===== config.mk =====
export PLATFORM = sky130hd
export DESIGN_NAME = tcm_ram
export DESIGN_NICKNAME = d
export VERILOG_FILES = /design/src/hdl/tcm_ram.sv
export SDC_FILE = /design/constraint.sdc
export NUM_CORES = 1
export LEC_CHECK = 0
export ABC_AREA = 1
export CORE_ASPECT_RATIO = 0.6
export CORE_MARGIN = 5
export CORE_UTILIZATION = 50
export CTS_BUF_LIST = sky130_fd_sc_hd__clkbuf_4 sky130_fd_sc_hd__clkbuf_8
export DETAILED_ROUTE_END_ITERATION = 10
export DONT_BUFFER_PORTS = 1
export GPL_ROUTABILITY_DRIVEN = 0
export HOLD_SLACK_MARGIN = 0.08
export PLACE_DENSITY = 0.75
export SLEW_MARGIN = 0
export SYNTH_ARGS = -nofsm -noshare
export SYNTH_HDL_FRONTEND = slang
export SYNTH_SLANG_ARGS = --single-unit

===== constraint.sdc =====
create_clock -name clk_i -period 1.4 [get_ports clk_i]
set_input_delay 0.42 -clock clk_i [delete_from_list [all_inputs] [get_ports clk_i]]
set_output_delay 0.42 -clock clk_i [all_outputs]
set_load 0.02 [all_outputs]

===== src/hdl/tcm_ram.sv =====
module tcm_ram #(
  parameter int unsigned Width = 8,
  parameter int unsigned Depth = 16
) (
  input  logic                     clk_i,
  input  logic                     we_i,
  input  logic [$clog2(Depth)-1:0] waddr_i,
  input  logic [Width-1:0]         wdata_i,
  input  logic [$clog2(Depth)-1:0] raddr_i,
  output logic [Width-1:0]         rdata_o
);
  logic [Width-1:0] mem_q [Depth];

  always_ff @(posedge clk_i) begin
    if (we_i) mem_q[waddr_i] <= wdata_i;
    rdata_o <= mem_q[raddr_i];
  end
endmodule


* Word-level counts from Yosys, hierarchy flattened
Memory sizes are Yosys's and may differ from the RTL's. A register that Yosys moved wholly into a read port is not among the register bits.
Cells that the tools add are included.
** Cells by class
- Muxes and demuxes :: 2
** Operators by type and width (count)
- $mux W1 :: 2
** Word-level totals
- Bits in registers :: 0
- Memory bits (writable) :: 128
- Input bits :: 18
- Output and inout port bits :: 8
- Memories kept :: 1
** Memories
- mem_q :: depth 16, bits a word 8, rd ports 1, clocked after memory_dff 1, write ports 1, RTL line 12 : logic [Width-1:0] mem_q [Depth];

* Longest topological paths before layout
Gate-level depths: netlist of the first run.
- Word-level depth :: 2
- Mapped depth :: 8

* Least setup slack after synthesis of the first run
Ideal clock, no wire load.
- Path type :: in2reg
- Start point :: input waddr_i[3]
- End point :: memory mem_q[4][0], enable pin
- Arrival time :: 1001 ps
- Required time :: 1030 ps
- Path slack :: 29 ps
- Stages on the path :: 2
- Buffers on the path :: 0
- Cells stage by stage :: nand3b_1 nor2_1
** RTL lines
- start: declaration :: RTL line 7 : input logic [$clog2(Depth)-1:0] waddr_i,
- end: declaration :: RTL line 12
Straight into the memory's write port.

* Worst setup path after layout of the first run
- Start point :: input wdata_i[6]
- End point :: memory mem_q[15][6], data pin
** RTL lines
- start: declaration :: RTL line 8 : input logic [Width-1:0] wdata_i,
Straight into the memory's write port.

==> impl_metrics.tcl, run 1 <==
set metrics [dict create \
    status "complete, but fails checks" \
    failed_checks "negative setup slack" \
    post_dp_cell_area_sq_um 5991 \
    setup_viol_count_final 16 \
    critical_path_class "input pin to register" \
    p_comb_share_pct 5.6 \
    die_w_microns 148.6 \
    end_kind "register" \
    path_cells "dlygate4sd3_1" \
    min_from "raddr_i[3]" \
    die_h_microns 93.19 \
    root_buffer "clkbuf_8" \
    p_total_uw 8503 \
    rrSetupSlack_ns 0.36 \
    clock_latency_ns 0.44 \
    finalWirelength_mm 13.13 \
    hold_path.class "input pin to register" \
    drv_slew 0 \
    drive_gt1_share_pct 9.354 \
    path_max_fanout 16 \
    worst_pin_slew_ns 0.8849 \
    holdWs_ns 0.1188 \
    p_switching_uw 1864 \
    yosysSeqAreaShare_pct 69.43 \
    internal_power_uw 6639 \
    min_delay_worst_endpoint "rdata_o[7]$_DFF_P_" \
    crit_path_start_kind "input pin" \
    slowest_delay_ns 1.12 \
    cp_top_family "buffers and inverters" \
    slew_headroom_pct 40.81 \
    grt_start_max_net_pins 66 \
    cts_tree "yes" \
    dr_total_vias 3903 \
    syn_to_final_growth_pct 12.61 \
    cts_sinks 136 \
    worst_path_max_delay_cell "dlygate4sd3_1" \
    wl_per_cell_microns 17.55 \
    diodes 0 \
    dr.first_iter.drc_count 522 \
    whs_path_depth 2 \
    fmax_ghz 0.7006 \
    cts_buffers 17 \
    pwr-share-clk_pct 40.1 \
    timing.max_cap.violations 0 \
    skew_ns 0.006196 \
    synthesis.instances 551 \
    htree_levels 4 \
    rsz0062_at_grt "no" \
    period_needed_ns 1.427 \
    leakage_uw 0.002783 \
    p_sw_share_pct 21.92 \
    cp.buffers_inverters 1 \
    syn_nets 569 \
    fin_crit_sh_pct 101.9 \
    ys_types 12 \
    finalInstanceArea_sq_um 6494 \
    cp.required_ns 1.52 \
    detail-route-antenna-nets 0 \
    yosysWarnings 0 \
    finalHoldViolations 0 \
    fin_ws_ns -0.02728 \
    ys_seq_elements 136 \
    mappedNetlistArea_sq_um 5767 \
    powerDensity_nw_per_um2 1309 \
    reg2reg_to "rdata_o[2]$_DFF_P_" \
    reg2reg_from "mem_q[8][2]$_DFFE_PP_" \
    tns_ns -0.3490 \
    dieArea_sq_um 13850 \
    pin_count 26 \
    initial_core_util_pct 51.04 \
    dp_hpwl_mm 8.534 \
    worstRegToRegCells 6 \
    antenna_found_initial 1 \
    ir_drop_uv 640.0 \
    io_buffers 0 \
    row_count 30 \
    core_area_sq_um 11300 \
    via_per_inst 5.218 \
    p_seq_share_pct 54.3 \
    route.detailed.drc 0 \
    syn_avg_cell_area_sq_um 10.47 \
    grt-ovfl-total 0 \
    nNetsFinal 594 \
    grt_pass1_vias 3591 \
    grt_pass1_wl_mm 20.05 \
    clk_pin_slew_ns 0.07 \
    first_pass_iters 6 \
    clockBufferDepth 2 \
    grt.total_usage_pct 19.92 \
    cp.arrival_ns 1.54 \
]
-- logic make-up (layout without fill, tap and decap cells) --
family | count (synthesis) | after routing | share of synthesized area [%]
buf+inv | 126 | 163 | 9.525
flops | 136 | 136 | 69.43
simple gates | 289 | 289 | 21.05
-- cells in the mapped netlist --
| cell type | instances | area, sq um |
|---|---|---|
| inv_1 | 100 | 375.4 |
| nor2_1 | 17 | 63.81 |
| buf_1 | 1 | 3.750 |
| inv_2 | 2 | 7.510 |
| nand2_1 | 173 | 649.4 |
| edfxtp_1 | 128 | 3844 |
| buf_4 | 4 | 30.03 |
| nand3b_1 | 2 | 15.01 |
| buf_2 | 13 | 65.06 |
| nand3_1 | 97 | 485.5 |
| buf_6 | 6 | 67.56 |
| dfxtp_1 | 8 | 160.2 |
-- worst max path at each step --
stage,from,to,cells past startpoint
after floorplan,waddr_i[3],mem_q[4][0]$_DFFE_PP_,2
after global placement,waddr_i[3],mem_q[4][2]$_DFFE_PP_,3
after detailed placement,waddr_i[3],mem_q[6][3]$_DFFE_PP_,3
after CTS,rdata_o[7]$_DFF_P_,rdata_o[7],0
after global routing,wdata_i[6],mem_q[15][6]$_DFFE_PP_,1
final,wdata_i[6],mem_q[15][6]$_DFFE_PP_,1
-- worst reg2reg max path: stages (launching register included) --
cell	delay, ns
edfxtp_1	0.38
inv_1	0.07
nand2_1	0.06
nand3_1	0.07
nand3_1	0.12
nand3_1	0.16
nand2_1	0.07
-- final cells by class --
type,count,area (sq um)
clock buffers,18,241.5
clock inverters,13,180.2
fillers,927,4805
inverters,102,382.9
multi-input cells,289,1214
flip-flops and latches,136,4005
well taps,160,200.2
repair buffers,30,270.3
-- what timing repair did --
| item | 4_1_cts | 5_1_grt |
|---|---|---|
| setup buffers | 0 | 0 |
| hold buffers | 8 | 0 |
| endpoints found under the setup margin | 0 | 1 |
| endpoints found under the hold margin | 128 | 0 |
| resized for setup | 0 | 1 |
-- routing by layer --
layer,vias to the layer above,global-route usage (%),wire length (microns)
met5,-,0,12
met4,2,6.533,199
met3,24,7.119,1698
met2,232,26.75,5458
met1,1824,29.90,5761
li1,1821,-,-
-- power by group through the flow --
stage / clock network, uW / logic, uW / registers, uW
3_5_place_dp: 0 / 376 / 4710
4_1_cts: 3460 / 469 / 4620
2_1_floorplan: 0 / 321 / 4690
6_report: 3410 / 476 / 4620
3_3_place_gp: 0 / 368 / 4700
5_1_grt: 3680 / 518 / 4620
-- stage by stage --
stage                     instances  util, %  worst slack [ns]
after floorplan                 551        -           0.02916
after global placement          709    53.02           0.02325
after detailed placement        709    53.02           0.01549
after CTS                       748    57.46           0.02921
after global routing            748    57.48          0.006885
final                           748    57.48          -0.02728
-- cell usage in the layout (no fill, tap or decap), drive strengths merged --
master	synthesis	final
nand2	173	173
dlygate4sd3	0	8
nand3	97	97
inv	102	102
bufinv	0	4
clkinv	0	7
dfxtp	8	8
edfxtp	128	128
clkbuf	0	18
nor2	17	17
clkinvlp	0	2
buf	24	22
nand3b	2	2
-- sequential cells by signal (all words and copies together) (netlist names) --
name and cells:
rdata_o 8, mem_q 128
Power figures use the tool's default switching activity.
==> inputs of run 2 (changes only) <==
- CORE_UTILIZATION: 50 -> 40
- PLACE_DENSITY: 0.75 -> 0.63
==> impl_metrics.tcl, run 2 (synthesized netlist as in run 1, its figures left out) <==
set metrics [dict create \
    status "finished clean" \
    end_kind "register" \
    min_delay_worst_endpoint "rdata_o[4]$_DFF_P_" \
    fmax_ghz 0.7326 \
    final_cell_mix "nand2_1, edfxtp_1, inv_1" \
    row_count 34 \
    die_h_microns 103.0 \
    fin_crit_sh_pct 97.50 \
    grt.total_usage_pct 16.61 \
    antenna_found_initial 0 \
    grt_pass1_wl_mm 20.63 \
    syn_to_final_growth_pct 13.08 \
    reg2reg_to "rdata_o[0]$_DFF_P_" \
    crit_path_start_kind "input pin" \
    grt_pass1_vias 3589 \
    ir_drop_uv 558.9 \
    slowest_delay_ns 1.06 \
    diodes 0 \
    wl_per_cell_microns 16.86 \
    die_w_microns 165.0 \
    setup_viol_count_final 0 \
    finalWirelength_mm 13.31 \
    drive_gt1_share_pct 10.15 \
    dr.first_iter.drc_count 426 \
    p_total_uw 7997 \
    worstRegToRegCells 6 \
    path_cells "dlygate4sd3_1" \
    io_buffers 0 \
    rrSetupSlack_ns 0.36 \
    tns_ns 0 \
    via_per_inst 4.791 \
    regMostFlops "mem_q" \
    critical_path_class "input pin to register" \
    clockBufferDepth 2 \
    largest_reg_flops 128 \
    leakage_uw 0.002795 \
    path_max_fanout 16 \
    cp.required_ns 1.53 \
    drv_slew 0 \
    core_area_sq_um 14290 \
    dp_hpwl_mm 8.609 \
    nNetsFinal 596 \
    clk_pin_slew_ns 0.07 \
    min_from "raddr_i[3]" \
    skew_ns 0.009940 \
    grt-ovfl-total 0 \
    root_buffer "clkbuf_8" \
    initial_core_util_pct 40.34 \
    pin_count 26 \
    pre_cts_ws_ns 0.04709 \
    rsz0062_at_grt "no" \
    worst_path_max_delay_cell "dlygate4sd3_1" \
    hold_path.class "input pin to register" \
    reg.largest.list "mem_q: 128 flops, rdata_o: 8 flops" \
    final_util_pct 45.62 \
    powerDensity_nw_per_um2 1226 \
    cp.arrival_ns 1.49 \
    cts_tree "yes" \
    cts_buffers 17 \
    dr_total_vias 3780 \
    finalHoldViolations 0 \
    dieArea_sq_um 17000 \
    htree_levels 4 \
    grt_start_max_net_pins 66 \
    place_inst 749 \
    final_common_cell "nand2_1" \
    slew_headroom_pct 42.31 \
    cp_top_family "buffers and inverters" \
    multi_input_area_sq_um 1214 \
    cts_sinks 136 \
    fillers 1351 \
    period_needed_ns 1.365 \
    first_pass_iters 5 \
    fin_ws_ns 0.03499 \
    whs_path_depth 2 \
    cp.buffers_inverters 1 \
    register_area_sq_um 4006 \
    detail-route-antenna-nets 0 \
    instances_no_fill 789 \
    timing.max_cap.violations 0 \
    reg2reg_from "mem_q[6][0]$_DFFE_PP_" \
    route.detailed.drc 0 \
    worst_pin_slew_ns 0.8654 \
    clock_latency_ns 0.44 \
]
[run 2: repair_timing]
item,4_1_cts,5_1_grt
endpoints found under the hold margin,128,0
gates resized for setup,1,2
setup buffers,0,0
endpoints found under the setup margin,1,17
gates cloned,0,0
hold buffers,8,0
[run 2: power by group]
| part | switching [uW] | internal, uW | total, uW |
|---|---|---|---|
| combinational | 313 | 160 | 473 |
| clock | 1390 | 1520 | 2900 |
| sequential | 69.9 | 4550 | 4620 |
| total | 1770 | 6230 | 8000 |
[run 2: stage by stage]
stage	instance area [sq um]	hold slack [ns]
finish	6521	0.1171
global route	6521	0.1284
detailed placement	6078	0.5200
floorplan	5767	0.5189
CTS	6518	0.09827
global placement	6078	0.5199
[run 2: worst max path at each step]
stage | start | endpoint | slack [ns] | cells after the start
2_1_floorplan | waddr_i[3] | mem_q[4][0]$_DFFE_PP_ | 0.03 | 2
3_3_place_gp | waddr_i[2] | mem_q[11][7]$_DFFE_PP_ | 0.002 | 3
3_5_place_dp | waddr_i[2] | mem_q[11][4]$_DFFE_PP_ | 0.05 | 3
4_1_cts | rdata_o[4]$_DFF_P_ | rdata_o[4] | 0.008 | 0
5_1_grt | wdata_i[0] | mem_q[10][0]$_DFFE_PP_ | 0.02 | 1
6_report | wdata_i[0] | mem_q[7][0]$_DFFE_PP_ | 0.03 | 1
[run 2: area by class of cell]
type | instances | share of cell area [%]
Inverter | 102 | 5.871
Clock inverter | 4 | 0.3454
Clock buffer | 28 | 5.142
Timing Repair Buffer | 32 | 4.797
Sequential cell | 136 | 61.44
Multi-Input combinational cell | 289 | 18.61
Tap cell | 198 | 3.799
[run 2: metal layers]
layer	global-route usage, %	part of all wire, %	vias to the layer above
met5	0	0	-
met4	5.623	1.6	0
met3	5.074	8.8	17
met2	22.40	41	159
met1	25.28	49	1781
li1	-	-	1823
==> inputs of run 3 (changes only) <==
- CELL_PAD_IN_SITES_DETAIL_PLACEMENT: unset -> 1
- CELL_PAD_IN_SITES_GLOBAL_PLACEMENT: unset -> 1
- PLACE_DENSITY: 0.63 -> 0.75
==> impl_metrics.tcl, run 3 (synthesized netlist as in run 1, its figures left out) <==
set metrics [dict create \
    status "finished clean" \
    met1_usage_pct 28.43 \
    fmax_ghz 0.7353 \
    reg.largest.list "mem_q: 128 flops, rdata_o: 8 flops" \
    setup_viol_count_final 0 \
    detail-route-antenna-nets 0 \
    powerDensity_nw_per_um2 1261 \
    dr_total_vias 3953 \
    min_delay_worst_endpoint "rdata_o[4]$_DFF_P_" \
    crit_path_start_kind "register" \
    place_inst 751 \
    whs_path_depth 2 \
    grt_pass1_vias 4237 \
    die_w_microns 165.0 \
    leakage_uw 0.002794 \
    syn_to_final_growth_pct 13.39 \
    p_comb_share_pct 5.9 \
    slew_headroom_pct 47.17 \
    diodes 0 \
    min_from "raddr_i[3]" \
    grt-ovfl-total 0 \
    htree_levels 4 \
    final_common_cell "nand2_1" \
    rrSetupSlack_ns 0.35 \
    die_h_microns 103.0 \
    nNetsFinal 598 \
    root_buffer "clkbuf_8" \
    pwr-share-clk_pct 38.0 \
    p_switching_uw 1956 \
    drive_gt1_share_pct 10.47 \
    io_buffers 0 \
    first_pass_iters 5 \
    finalWirelength_mm 15.68 \
    period_needed_ns 1.360 \
    pin_count 26 \
    critical_path_class "register to output pin" \
    cts_sinks 136 \
    core_area_sq_um 14290 \
    p_seq_share_pct 56.1 \
    clock_latency_ns 0.45 \
    cp.arrival_ns 0.94 \
    clk_pin_slew_ns 0.07 \
    final_cell_mix "nand2_1, edfxtp_1, inv_1" \
    worstRegToRegCells 6 \
    timing.max_cap.violations 0 \
    fin_crit_sh_pct 97.14 \
    reg2reg_to "rdata_o[1]$_DFF_P_" \
    cp.required_ns 0.98 \
    grt_use_met2_pct 29.98 \
    tns_ns 0 \
    finalHoldViolations 0 \
    ir_drop_uv 535.2 \
    route.detailed.drc 0 \
    drv_slew 0 \
    pre_cts_ws_ns 0.02489 \
    antenna_found_initial 2 \
    rsz0062_at_grt "no" \
    skew_ns 0.01099 \
    dieArea_sq_um 17000 \
    initial_core_util_pct 40.34 \
    end_kind "output pin" \
    dp_hpwl_mm 10.51 \
    clockBufferDepth 2 \
    reg2reg_from "mem_q[4][1]$_DFFE_PP_" \
    p_sw_share_pct 23.73 \
    cts_tree "yes" \
    path_max_fanout 1 \
    instances_no_fill 790 \
    largest_reg_flops 128 \
    grt_start_max_net_pins 66 \
    via_per_inst 5.004 \
    grt_pass1_wl_mm 24.55 \
    dr.first_iter.drc_count 303 \
    hold_path.class "input pin to register" \
    fin_ws_ns 0.04000 \
    internal_power_uw 6287 \
    p_total_uw 8243 \
    row_count 34 \
    cts_buffers 17 \
    met3_usage_pct 6.312 \
    wl_per_cell_microns 19.85 \
    busiest_layer "met2" \
    grt.total_usage_pct 19.98 \
    worst_pin_slew_ns 0.7898 \
    regMostFlops "mem_q" \
]
run 3: how the worst max path moves through the flow:
stage / startpoint / endpoint / slack (ns) / cells past startpoint
3_3_place_gp: raddr_i[0] / rdata_o[1]$_DFF_P_ / 0.07 / 8
2_1_floorplan: waddr_i[3] / mem_q[4][0]$_DFFE_PP_ / 0.03 / 2
4_1_cts: rdata_o[0]$_DFF_P_ / rdata_o[0] / 0.01 / 0
3_5_place_dp: raddr_i[0] / rdata_o[1]$_DFF_P_ / 0.02 / 8
6_report: rdata_o[6]$_DFF_P_ / rdata_o[6] / 0.04 / 0
5_1_grt: rdata_o[6]$_DFF_P_ / rdata_o[6] / 0.001 / 0
run 3: what timing repair did:
item,4_1_cts,5_1_grt
endpoints found under the hold margin,128,0
cloned,0,0
buffers inserted,0,0
hold buffers,8,0
gates resized for setup,2,1
setup endpoints to repair,2,1
run 3: stage by stage:
stage,area (sq um),hold WS [ns],util [%]
after floorplan,5767,0.5189,-
after global placement,6081,0.5200,42.54
after detailed placement,6081,0.5201,42.54
after CTS,6538,0.09232,45.74
after global routing,6539,0.09372,45.75
final,6539,0.1234,45.75
run 3: power by group through the flow:
stage | sequential (uW) | combinational, uW | clock, uW
6_report | 4630 | 484 | 3130
5_1_grt | 4640 | 537 | 3400
4_1_cts | 4630 | 488 | 3200
3_5_place_dp | 4720 | 400 | 0
3_3_place_gp | 4710 | 383 | 0
2_1_floorplan | 4690 | 321 | 0
run 3: cell type report:
type / instances / area (sq um)
clock inverters: 13 / 132.6
clock buffers: 18 / 241.5
inverters: 102 / 382.9
fillers: 1606 / 7755
well taps: 198 / 247.7
repair buffers: 34 / 312.8
flip-flops and latches: 136 / 4008
multi-input cells: 289 / 1214
run 3: routing by layer:
layer,up-vias,wire [microns]
met1,2006,7528
met3,21,1100
met5,-,27
met4,4,153
li1,1827,-
met2,95,6874
