File: config.mk
export PLATFORM = sky130hd
export DESIGN_NAME = tcm_div
export DESIGN_NICKNAME = d
export VERILOG_FILES = /design/src/hdl/tcm_pkg.sv /design/src/hdl/tcm_div.sv
export SDC_FILE = /design/constraint.sdc
export NUM_CORES = 1
export LEC_CHECK = 0
export ABC_AREA = 1
export ABC_CLOCK_PERIOD_IN_PS = 3700
export BUFFER_PORTS_ARGS = -buffer_cell sky130_fd_sc_hd__clkbuf_2
export CORE_MARGIN = 2
export CORE_UTILIZATION = 30
export CTS_CLUSTER_DIAMETER = 30
export DETAILED_ROUTE_END_ITERATION = 10
export PLACE_DENSITY = 0.48
export SLEW_MARGIN = 5
export SYNTH_ARGS = -nofsm -noshare
export SYNTH_HDL_FRONTEND = slang
export SYNTH_SLANG_ARGS = --single-unit
File: constraint.sdc
create_clock -name clk_i -period 3.7 [get_ports clk_i]
set_clock_uncertainty 0.05 [all_clocks]
set_input_delay 0.37 -clock clk_i [delete_from_list [all_inputs] [get_ports clk_i]]
set_output_delay 0.37 -clock clk_i [all_outputs]
set_load 0.02 [all_outputs]
File: src/hdl/tcm_pkg.sv
package tcm_pkg;
  localparam int unsigned NumStatesDef  = 16;
  localparam int unsigned NumActionsDef = 4;
  localparam int unsigned CountBitsDef  = 32;
  localparam int unsigned OneCount      = 256;
  localparam int unsigned ProbBits      = 17;
  localparam int unsigned QuoBits       = 16;

  // request kinds carried on s_tuser
  localparam logic ReqLoad    = 1'b0;
  localparam logic ReqObserve = 1'b1;

  typedef enum logic [3:0] {
    StIdle,
    StChk,
    StRd,
    StUpd,
    StWalkRd,
    StWalkWait,
    StDiv,
    StEmit,
    StClear
  } tcm_state_e;

  // controller to datapath
  typedef struct packed {
    logic capture;
    logic upd_load;
    logic upd_obs;
    logic div_start;
    logic walk_first;
    logic walk_next;
    logic clr_step;
    logic out_load;
  } tcm_cmd_t;

  // datapath to controller
  typedef struct packed {
    logic in_range;
    logic is_obs;
    logic div_busy;
    logic walk_last;
    logic clr_done;
    logic out_busy;
  } tcm_sts_t;
endpackage

File: src/hdl/tcm_div.sv
// restoring divider, one quotient bit a cycle: floor(num * 2^16 / den), saturated
module tcm_div import tcm_pkg::*; #(
  parameter int unsigned NumW = 32,
  parameter int unsigned DenW = 38
) (
  input  logic                clk_i,
  input  logic                rst_ni,
  input  logic                start_i,
  input  logic [NumW-1:0]     num_i,
  input  logic [DenW-1:0]     den_i,
  output logic                busy_o,
  output logic [ProbBits-1:0] quo_o
);
  localparam int unsigned RemW = DenW + 1;
  localparam int unsigned CntW = $clog2(ProbBits + 1);

  logic [RemW-1:0]      rem_q, rem_d;
  logic [DenW-1:0]      den_q;
  logic [ProbBits-1:0]  quo_q, quo_d;
  logic [CntW-1:0]      cnt_q;
  logic                 busy_q;
  logic [RemW-1:0]      trial;
  logic [ProbBits-1:0]  sat_quo;

  // integer part is 0 or 1 since num <= den after a valid update
  always_comb begin
    trial = {rem_q[RemW-2:0], 1'b0};
    rem_d = trial;
    quo_d = {quo_q[ProbBits-2:0], 1'b0};
    if (trial >= {1'b0, den_q}) begin
      rem_d = trial - {1'b0, den_q};
      quo_d[0] = 1'b1;
    end
  end

  always_ff @(posedge clk_i or negedge rst_ni) begin
    if (!rst_ni) begin
      busy_q <= 1'b0;
      cnt_q  <= '0;
    end else if (start_i) begin
      busy_q <= (den_i != '0);
      cnt_q  <= CntW'(QuoBits);
    end else if (busy_q) begin
      if (cnt_q == '0) busy_q <= 1'b0;
      else             cnt_q  <= cnt_q - 1'b1;
    end
  end

  always_ff @(posedge clk_i) begin
    if (start_i) begin
      den_q <= den_i;
      // first step: integer bit
      if (den_i == '0) begin
        rem_q <= '0;
        quo_q <= '0;
      end else if (RemW'(num_i) >= RemW'(den_i)) begin
        rem_q <= RemW'(num_i) - RemW'(den_i);
        quo_q <= ProbBits'(1);
      end else begin
        rem_q <= RemW'(num_i);
        quo_q <= '0;
      end
    end else if (busy_q && cnt_q != '0) begin
      rem_q <= rem_d;
      quo_q <= quo_d;
    end
  end

  assign sat_quo = (quo_q > ProbBits'(65536)) ? ProbBits'(65536) : quo_q;
  assign quo_o   = sat_quo;
  assign busy_o  = busy_q && (cnt_q != '0);
endmodule

# After elaboration in Yosys (flattened, before gate mapping)
# Index checks and enable logic that the tools add are counted.
[totals]
register_bits = 99
n_memories = 0
latch_bits = 0
input_bits = 73
mem_bits_rw = 0
word_cells = 37
rom_bits = 0
[op_classes]
n_bitwise = 0
shifts = 0
mux = 17
div_mod_pow = 0
mul = 0
n_lt_le_gt_ge = 3
reduce_logical = 8
n_eq_ne = 1
addsub = 3
[ops]
columns = ["operator", "count"]
rows = [
  ["38-bit two-way mux", 5],
  ["17-bit two-way mux", 3],
  ["39-bit by 38-bit >= comparator with 1-bit output", 1],
  ["32-bit by 38-bit >= comparator with 1-bit output", 1],
  ["38-bit zero test", 1],
  ["38-bit nonzero test", 1],
  ["32-bit by 38-bit subtractor with 38-bit output", 1],
  ["38-bit subtractor", 1],
  ["17-bit > comparator (second input constant)", 1],
  ["5-bit two-way mux", 3],
  ["1-bit two-way mux", 6],
  ["5-bit zero test", 1],
  ["5-bit nonzero test", 1],
  ["5-bit by 1-bit subtractor with 5-bit output (second input constant)", 1],
  ["2-bit nonzero test", 2],
  ["2-bit != test (second input constant)", 1],
  ["2-bit AND reduction", 1],
  ["1-bit logical AND", 1],
]

# Longest topological paths before layout
# Gate-level depths: netlist of run 1.
[depth]
ltp_word = 4
ltp_mapped = 17
ltp_nobuf = 17

# Worst setup path after synthesis of run 1
# Ideal clock, no wire load.
[synth_timing]
path_kind = "reg2reg"
startpoint = "reg cnt_q[0]"
endpoint = "reg quo_q[0], enable pin"
t_arrival_ps = 2360
n_path_buf = 1
slack_ps = 875
t_required_ps = 3235
setup_ps = 415
stages_incl_launch_ff = 8
cell_sequence = "dfrtp_1 -> inv_1 -> ha_1 -> nand3b_1 -> and2_1 -> clkbuf_1 -> inv_1 -> nand2_1"
[synth_between]
elab_chain_cells = 3
[synth_rtl]
columns = ["item", "line_no", "source"]
rows = [
  ["start: declaration", "tcm_div.sv:20", "logic [CntW-1:0] cnt_q;"],
  ["start signal: assignment", "tcm_div.sv:42", "cnt_q <= CntW'(QuoBits);"],
  ["start signal: assignment", "tcm_div.sv:45", "else cnt_q <= cnt_q - 1'b1;"],
  ["5-bit nonzero test", "-", ""],
  ["1-bit logical AND", "-", ""],
  ["net busy_o", "tcm_div.sv:11", "output logic busy_o,"],
  ["2-bit nonzero test (no source line)", "-", ""],
  ["end signal: assignment", "tcm_div.sv:58", "quo_q <= ProbBits'(1);"],
  ["end signal: assignment", "tcm_div.sv:65", "quo_q <= quo_d;"],
  ["end: declaration", "tcm_div.sv:19", "logic [ProbBits-1:0] quo_q, quo_d;"],
]
# The timed path passes the listed nets, and every way through them passes these cells.
# A chain may end at the register's enable or synchronous reset.

# Final worst setup path of run 1
[layout_timing]
startpoint = "reg rem_q[2]"
endpoint = "reg rem_q[2] (data pin)"
[layout_between]
elab_chain_cells = 4
[layout_rtl]
columns = ["item", "line_no", "source"]
rows = [
  ["start: declaration", "tcm_div.sv:17", "logic [RemW-1:0] rem_q, rem_d;"],
  ["start signal: assignment", "tcm_div.sv:57", "rem_q <= RemW'(num_i) - RemW'(den_i);"],
  ["start signal: assignment", "tcm_div.sv:60", "rem_q <= RemW'(num_i);"],
  ["start signal: assignment", "tcm_div.sv:64", "rem_q <= rem_d;"],
  ["39-bit by 38-bit >= comparator with 1-bit output", "tcm_div.sv:30", "if (trial >= {1'b0, den_q}) begin"],
  ["38-bit two-way mux", "tcm_div.sv:30", ""],
  ["38-bit two-way mux", "tcm_div.sv:63", "end else if (busy_q && cnt_q != '0) begin"],
  ["38-bit two-way mux", "tcm_div.sv:50", "if (start_i) begin"],
]
# Every way passes these cells. The select of a mux whose other input is x is not followed.

==> results of run 1 <==
-- what timing repair did --
item / in CTS / in global routing
hold endpoints to repair: 6 / 0
endpoints found under the setup margin: 0 / 0
hold buffers: 1 / 0
-- cell type report --
cell class | instances | area share
Clock buffer | 11 | 0.0204
Clock inverter | 5 | 0.00332
Inverter | 453 | 0.137
Multi-Input combinational cell | 1301 | 0.514
Sequential cell | 99 | 0.237
Tap cell | 468 | 0.0471
Timing Repair Buffer | 99 | 0.0419
-- kinds of logic (layout without fill, tap and decap cells) --
logic type | after synthesis | after routing | share of synthesized area
buffers and inverters | 483 | 568 | 0.171
DFF | 99 | 99 | 0.262
adders and majority gates | 74 | 74 | 0.0836
xor gates and xnor gates | 34 | 34 | 0.0265
AOI/OAI and AO/OA | 71 | 71 | 0.0338
and+or+nand+nor | 1122 | 1122 | 0.423
-- routing by layer --
layer,wire length [microns],GRT usage,part of all wire,vias up
met5,0,0,0,-
met4,974,0.0624,0.026,0
met3,1310,0.0154,0.035,44
met2,16300,0.320,0.44,212
met1,18400,0.271,0.50,4961
li1,-,-,-,5826
-- cell usage in the layout (no fill, tap or decap), drive strengths merged --
cell type	count
edfxtp	93
xnor2	30
inv	455
o22ai	2
and2	4
o21ai	11
a21boi	3
clkinvlp	1
a21o	1
ha	72
nor2	146
dfrtp	6
clkinv	2
clkbuf	101
o21bai	5
or2	2
nand3	159
a21oi	49
buf	8
dlygate4sd3	1
nor4	3
fa	2
xor2	4
nor3	15
nand2	756
nand4	18
nand3b	19
-- metrics by stage --
stage	utilization	total power, uW	cells
finish	0.338	7130	2436
global route	0.338	7830	2436
CTS	0.338	7150	2436
detailed placement	0.330	6170	2419
global placement	0.330	6170	2419
floorplan	-	4970	1883
-- path summary, 6_finish.rpt --
path,startpoint,to,slack (ps),depth (start not counted)
max in group asynchronous,rst_ni,cnt_q[3]$_DFFE_PN0P_,3100,2
min in group asynchronous,rst_ni,cnt_q[4]$_DFFE_PN0P_,330,2
worst min-delay path,den_i[8],den_q[8]$_DFFE_PP_,160,1
worst max-delay path,rem_q[2]$_DFFE_PP_,rem_q[2]$_DFFE_PP_,810,11
worst min register to register,cnt_q[4]$_DFFE_PN0P_,cnt_q[4]$_DFFE_PN0P_,430,1
worst max register to register,rem_q[2]$_DFFE_PP_,rem_q[2]$_DFFE_PP_,810,11
-- power by group --
| part | internal (uW) | leakage [uW] | switching, uW |
|---|---|---|---|
| clock network | 506 | 0.000144 | 433 |
| logic | 1450 | 0.00607 | 2980 |
| registers | 1610 | 0.00103 | 158 |
-- state kept, by name, summed over array words and instances, names as in the netlist --
signal	cells
cnt_q	5
busy_q	1
rem_q	38
quo_q	17
den_q	38
-- worst reg2reg max path, delay by kind of cell (launching register included) --
kind	cells	cell delay, ps
and+or+nand+nor	9	1280
buffers and inverters	1	380
DFF	1	430
adders and majority gates	1	510
==> key figures, run 1 <==
Outcome
  • Status: completed

CTS
  • Cts repair resizes: 0
  • Clock buffer count from CTS: 9
  • CTS Sinks: 99
  • # H-tree levels: 3
  • CTS max path bufs: 2
  • Clock root cell: clkbuf_16
  • Skew-Pair Late Insertion Delay: 360 ps
  • Postcts setup bufs: 0
  • CTS tree: built
  • Clk slew on worst S/H paths: 70 ps

Worst setup path
  • Crit-path max cell delay: 510 ps
  • Critical Path, Cell by Cell: ha_1, nand2_1, nor2_2, nand3_1, nand2_2, nand4_1, nand4_2, buf_4, nand2_1, nand3_1, nand2_1
  • Crit end category: flip-flop
  • Crit path launch type: flip-flop
  • Type of the worst setup path: flip-flop to flip-flop
  • CP Data Required Time: 3770 ps
  • Worst path most repeated cell: nand2_1
  • Delay-heaviest family, CP: simple AND/OR/NAND/NOR gates
  • WP data arrival: 2960 ps
  • Worst path slowest cell: ha_1
  • Critical Path Fanout Max: 31
  • Buf/Inv on CP: 1

STA
  • RSZ-0062 raised after global routing: no
  • FMAX: 0.345 GHz
  • Worst setup margin: 806 ps
  • Setup TNS: 0 ps
  • Final Hold Fails: 0
  • Max Slew Vio Count: 0
  • Crit path time final: 2890 ps
  • Final Setup Violations: 0
  • Worst slew margin: 0.313
  • Worst-Margin Slew: 1030 ps
  • WHS: 162 ps
  • Final period utilization: 0.782

Yosys
  • Yosys cell types: 38
  • Top-count cell post-synth: nand2_1
  • Mapped cell area: 0.0113 sq mm
  • Warnings, synthesis: 0
  • Post-synthesis register bit count: 99
  • Syn Nets: 2030
  • Mapped Cells: 1883
  • Async set-or-reset flop fraction in the synthesized netlist: 0.0606
  • Synth cell count leaders: nand2_1, inv_1, nand3_1
  • Sequential area share after synthesis: 0.262
  • EDFF count, synth: 93
  • Area contributors post-synth: edfxtp_1, nand2_1, inv_1
  • Main flop type after synthesis: edfxtp_1
  • Syn_area_per_cell: 5.97 sq um
  • Synth area leader: edfxtp_1
  • Post-synth top area share: 0.248

Finish
  • Register area: 0.00294 sq mm
  • Number of diodes: 0
  • Layout fillers: 4152
  • Area Growth Syn to Fin: 10.5%
  • Area occupied by multi-input gates: 0.00638 sq mm
  • Finished Cell Area: 0.0124 sq mm
  • Final nets: 2110
  • Share of layout cells above drive strength 1: 0.0879

Drt
  • DRC Markers: 0
  • Routed len/inst: 15.2 microns
  • First-pass DRT Iterations: 5
  • Number of routed nets with antenna violations: 0
  • DR iter-0 viols: 658
  • Via density: 4.53
  • Via Count: 11000
  • Post-Route WL: 37000 microns

Power and ir drop
  • Leak Pwr: 0.00725 uW
  • VDD IR max: 0.000248 V
  • PwrDens: 574 mW/mm^2

Placed design
  • Routability Congestion: 0.933
  • DP Area: 0.0121 sq mm
  • Dpl ws: 660 ps
  • Post-detail-place hpwl: 31800 microns
  • I/O Buffers: 90

Global routing
  • Vias in the first global route: 10900
  • Grt ovf: 0
  • Largest net degree at the start of global routing: 58
  • First-pass GRT wire length: 58400 microns
  • Tot GR Track Use: 0.195
  • Number of antenna violations at the first check in global routing: 0

Floorplan
  • # rows: 70
  • Die Area: 0.0391 sq mm
  • Chip height: 198 microns
  • Die W: 198 microns
  • Core ar.: 0.0368 sq mm
  • Starting Density: 0.306
  • IO Count: 91

Run
  • Max-cap violations: 0

Worst hold path
  • Hold Crit Class: input port to flip-flop
(Power assumes the default switching activity.)
==> inputs of run 2 (changes only) <==
Settings changed: ABC_CLOCK_PERIOD_IN_PS 3700 to 3000.
Clock period 3.7 ns to 3 ns, I/O delays scaled along.
==> key figures, run 2 (synthesis results as in run 1) <==
STA
  • Crit path time final: 2700 ps
  • Final Hold Fails: 0
  • FMAX: 0.370 GHz
  • Max Slew Vio Count: 0
  • Setup TNS: 0 ps
  • Final period utilization: 0.900
  • Worst-Margin Slew: 949 ps
  • Final Setup Violations: 0
  • RSZ-0062 raised after global routing: no
  • Worst setup margin: 299 ps
  • Worst slew margin: 0.366

Worst setup path
  • WP data arrival: 2760 ps
  • Type of the worst setup path: flip-flop to flip-flop
  • Crit end category: flip-flop
  • Delay-heaviest family, CP: simple AND/OR/NAND/NOR gates
  • Critical Path Fanout Max: 21
  • Worst path slowest cell: edfxtp_1
  • Critical Path, Cell by Cell: inv_1, ha_1, nand2_1, inv_1, nand2_1, nand2_1, nand2_1, nand2_1, a21oi_1, nand2_2, nand2_4, buf_12, nand3_1, nand3_1, nand2_1
  • Crit-path max cell delay: 420 ps
  • Buf/Inv on CP: 3
  • Crit path launch type: flip-flop
  • Worst path most repeated cell: nand2_1
  • CP Data Required Time: 3060 ps

Power and ir drop
  • PwrDens: 704 mW/mm^2
  • Internal Power: 4400 uW
  • Pwr Total: 8840 uW
  • Clock power share: 0.130
  • Sw Share: 0.502
  • Leak Pwr: 0.00733 uW
  • VDD IR max: 0.000275 V
  • Sequential share of power: 0.248
  • NetSw: 4430 uW
  • Logic pwr share: 0.623

CTS
  • Clk slew on worst S/H paths: 80 ps
  • Postcts setup bufs: 0
  • Skew-Pair Late Insertion Delay: 370 ps
  • Clock root cell: clkbuf_16
  • Cts repair resizes: 0
  • # H-tree levels: 3
  • Clock buffer count from CTS: 9
  • CTS max path bufs: 2
  • CTS tree: built
  • CTS Sinks: 99
  • CTS Hold Buffers Added: 1

Global routing
  • Largest net degree at the start of global routing: 58
  • Vias in the first global route: 10800
  • Number of antenna violations at the first check in global routing: 0
  • First-pass GRT wire length: 59400 microns
  • Grt ovf: 0
  • Tot GR Track Use: 0.198

Finish
  • Fin util: 0.341
  • Largest regs: den_q: 38 flops, rem_q: 38 flops, quo_q: 17 flops
  • Layout fillers: 4172
  • Area occupied by multi-input gates: 0.00638 sq mm
  • Finished Cell Area: 0.0126 sq mm
  • Area Growth Syn to Fin: 11.6%
  • Number of diodes: 0
  • Register area: 0.00294 sq mm
  • Commonest non-fill, non-tap cells in the layout: nand2_1, inv_1, nand3_1
  • Final nets: 2122
  • Commonest non-fill, non-tap cell in the layout: nand2_1
  • Share of layout cells above drive strength 1: 0.0939

Floorplan
  • Core ar.: 0.0368 sq mm
  • Die Area: 0.0391 sq mm
  • # rows: 70
  • Die W: 198 microns
  • Starting Density: 0.306
  • Chip height: 198 microns
  • IO Count: 91

Drt
  • First-pass DRT Iterations: 5
  • Routed len/inst: 15.5 microns
  • Via density: 4.52
  • Number of routed nets with antenna violations: 0
  • Via Count: 11100
  • DR iter-0 viols: 672
  • Post-Route WL: 37900 microns
  • DRC Markers: 0

Placed design
  • DP Area: 0.0123 sq mm
  • I/O Buffers: 90
  • Dpl ws: 271 ps
  • Routability Congestion: 0.920
  • Post-detail-place hpwl: 33000 microns

Worst hold path
  • Hold Crit Class: input port to flip-flop

Outcome
  • Status: completed

Run
  • Max-cap violations: 0
[run 2: changes by cell type in the layout (fill, tap and decap cells not counted)]
| cell | change |
|---|---|
| inv_6 | -1 |
| buf_4 | +9 |
| clkbuf_16 | -1 |
| buf_12 | +3 |
| inv_8 | -1 |
| clkinv_4 | +4 |
| clkinv_8 | +1 |
| clkinvlp_4 | -1 |
| clkbuf_1 | -1 |
[run 2: power groups by stage]
stage	clock network, uW	registers, uW	logic [uW]
2_1_floorplan	0	2130	4000
3_3_place_gp	0	2220	5470
3_5_place_dp	0	2220	5480
4_1_cts	1170	2190	5520
5_1_grt	1220	2230	6270
6_report	1150	2190	5500
[run 2: final cells by class]
| cell class | count | area share |
|---|---|---|
| clock buffers | 9 | 0.0179 |
| clock inverters | 7 | 0.00518 |
| inverters | 453 | 0.135 |
| multi-input cells | 1301 | 0.509 |
| flip-flops and latches | 99 | 0.234 |
| well taps | 468 | 0.0467 |
| repair buffers | 111 | 0.0516 |
[run 2: routing by layer]
metal | global-route usage | vias up | wire length, microns
met5 | 0 | - | 0
met4 | 0.0501 | 0 | 685
met3 | 0.00939 | 30 | 1110
met2 | 0.331 | 186 | 17200
met1 | 0.280 | 4987 | 18800
li1 | - | 5864 | -
[run 2: per-stage QoR]
step / instances / hold WS, ps
2_1_floorplan: 1883 / -45.6
3_3_place_gp: 2431 / 89.3
3_5_place_dp: 2431 / 102
4_1_cts: 2448 / 54.0
5_1_grt: 2448 / 60.1
6_report: 2448 / 65.8
[run 2: path summary, 6_finish.rpt]
path,cells past startpoint,start,slack [ps],to
max in group asynchronous,2,rst_ni,2460,cnt_q[1]$_DFFE_PN0P_
worst max-delay path,15,den_q[25]$_DFFE_PP_,300,rem_q[5]$_DFFE_PP_
worst min-delay path,1,den_i[21],70,den_q[21]$_DFFE_PP_
worst min register to register,1,cnt_q[4]$_DFFE_PN0P_,430,cnt_q[4]$_DFFE_PN0P_
min in group asynchronous,2,rst_ni,260,cnt_q[3]$_DFFE_PN0P_
worst max register to register,15,den_q[25]$_DFFE_PP_,300,rem_q[5]$_DFFE_PP_
==> inputs of run 3 (changes only) <==
Settings changed: MAX_ROUTING_LAYER set to met4.
==> key figures, run 3 (synthesis results as in run 1) <==
Outcome
  • Status: completed

STA
  • Max Slew Vio Count: 0
  • Final period utilization: 0.927
  • RSZ-0062 raised after global routing: no
  • FMAX: 0.359 GHz
  • Final Hold Fails: 0
  • Crit path time final: 2780 ps
  • Setup TNS: 0 ps
  • Worst setup margin: 218 ps
  • Final Setup Violations: 0
  • Worst-Margin Slew: 1010 ps
  • Worst slew margin: 0.326

CTS
  • CTS tree: built
  • Clock buffer count from CTS: 9
  • Skew-Pair Late Insertion Delay: 380 ps
  • Clock root cell: clkbuf_16
  • # H-tree levels: 3
  • Clk slew on worst S/H paths: 90 ps
  • CTS max path bufs: 2
  • CTS Sinks: 99

Finish
  • Number of diodes: 0
  • Area Growth Syn to Fin: 11.4%
  • Commonest non-fill, non-tap cells in the layout: nand2_1, inv_1, nand3_1
  • Commonest non-fill, non-tap cell in the layout: nand2_1
  • Final nets: 2119
  • Share of layout cells above drive strength 1: 0.0926
  • Largest regs: den_q: 38 flops, rem_q: 38 flops, quo_q: 17 flops

Drt
  • DRC Markers: 0
  • Post-Route WL: 38200 microns
  • Routed len/inst: 15.6 microns
  • Via density: 4.49
  • Number of routed nets with antenna violations: 0
  • DR iter-0 viols: 764
  • Via Count: 11000
  • First-pass DRT Iterations: 5

Worst hold path
  • Hold Crit Class: input port to flip-flop
  • WHS Path Cells: 1
  • Hold Path Sink: den_q[24]$_DFFE_PP_
  • Min-delay src: den_i[24]

Global routing
  • GRT met3 Usage: 0.00905
  • First-pass GRT wire length: 59500 microns
  • Grt ovf: 0
  • Tot GR Track Use: 0.206
  • Met2 usage: 0.329
  • Vias in the first global route: 10800
  • Number of antenna violations at the first check in global routing: 0
  • Largest net degree at the start of global routing: 56
  • GR Layer Usage met1: 0.285
  • Most Crowded Layer GR: met2

Placed design
  • Dpl ws: 215 ps
  • I/O Buffers: 90
  • Post-detail-place hpwl: 33200 microns
  • Routability Congestion: 0.947

Floorplan
  • Starting Density: 0.306
  • Core ar.: 0.0368 sq mm
  • Chip height: 198 microns
  • Die W: 198 microns
  • IO Count: 91
  • # rows: 70
  • Die Area: 0.0391 sq mm

Worst setup path
  • WP data arrival: 2850 ps
  • R2R cell count: 11
  • Worst path most repeated cell: nand2_1
  • R2r setup slk: 220 ps
  • Worst path slowest cell: edfxtp_1
  • Critical Path Fanout Max: 32
  • RR Endpoint: rem_q[8]$_DFFE_PP_
  • Crit-path max cell delay: 420 ps
  • Critical Path, Cell by Cell: ha_1, nand2_1, inv_1, a21oi_1, nand2_1, a21oi_1, nand2_2, nand2_4, nand3_1, nand3_1, nand2_1
  • Type of the worst setup path: flip-flop to flip-flop
  • CP Data Required Time: 3070 ps
  • Crit path launch type: flip-flop
  • Crit end category: flip-flop
  • Worst r2r src: rem_q[29]$_DFFE_PP_

Power and ir drop
  • VDD IR max: 0.000276 V
  • PwrDens: 708 mW/mm^2
  • Leak Pwr: 0.00731 uW

Run
  • Max-cap violations: 0
==> run 3: cell types whose count changed in the layout (fill, tap and decap cells not counted) <==
cell	previous run	this run
clkinv_2	1	0
buf_4	17	15
inv_6	1	0
inv_8	0	2
clkinv_8	1	2
buf_12	3	2
clkinv_4	4	3
==> run 3: where the power goes <==
part           switching (uW)  leakage, uW  internal [uW]
Sequential                206      0.00103           1980
Combinational            3640      0.00613           1850
Clock                     618     0.000149            594
==> run 3: worst max path at each step <==
| stage | startpoint | to | slack (ps) | depth (start not counted) |
|---|---|---|---|---|
| floorplan | cnt_q[0]$_DFFE_PN0P_ | quo_q[0]$_DFFE_PP_ | 180 | 7 |
| global placement | den_i[22] | rem_q[6]$_DFFE_PP_ | 170 | 13 |
| detailed placement | den_i[21] | rem_q[6]$_DFFE_PP_ | 220 | 13 |
| CTS | rem_q[29]$_DFFE_PP_ | rem_q[10]$_DFFE_PP_ | 220 | 11 |
| global route | rem_q[29]$_DFFE_PP_ | rem_q[12]$_DFFE_PP_ | 30 | 11 |
| finish | rem_q[29]$_DFFE_PP_ | rem_q[8]$_DFFE_PP_ | 220 | 11 |
==> run 3: repair_timing <==
action | in CTS | in global routing
resized for setup | 0 | 0
hold buffers | 1 | 0
hold endpoints to repair | 6 | 0
setup buffers | 0 | 0
==> run 3: routing by layer <==
| layer | vias up | wire [microns] | part of all wire |
|---|---|---|---|
| met5 | - | 0 | 0 |
| met4 | 0 | 816 | 0.021 |
| met3 | 35 | 1060 | 0.028 |
| met2 | 180 | 17300 | 0.45 |
| met1 | 4907 | 19100 | 0.50 |
| li1 | 5864 | - | - |
==> run 3: layout make-up <==
| type | count | area (sq um) |
|---|---|---|
| multi-input cells | 1301 | 6380 |
| inverters | 453 | 1700 |
| clock inverters | 7 | 81.3 |
| flip-flops and latches | 99 | 2940 |
| well taps | 468 | 586 |
| fillers | 4170 | 24300 |
| clock buffers | 9 | 225 |
| repair buffers | 108 | 613 |
==> run 3: per-stage QoR <==
step	instance area (sq um)	hold slack, ps	utilization	cells	power (uW)
after global routing	12500	59.0	0.341	2445	9720
after global placement	12200	92.5	0.332	2428	7680
after detailed placement	12200	91.5	0.332	2428	7680
final	12500	57.6	0.341	2445	8880
after CTS	12500	47.6	0.341	2445	8920
after floorplan	11300	-45.6	-	1883	6130
==> run 3: critical path, delay by kind of cell, from the launching register on <==
kind | cells | cell delay [ps]
buffers and inverters | 1 | 80
AOI/OAI and AO/OA | 2 | 480
adders and majority gates | 1 | 400
DFF | 1 | 420
and+or+nand+nor | 7 | 1060
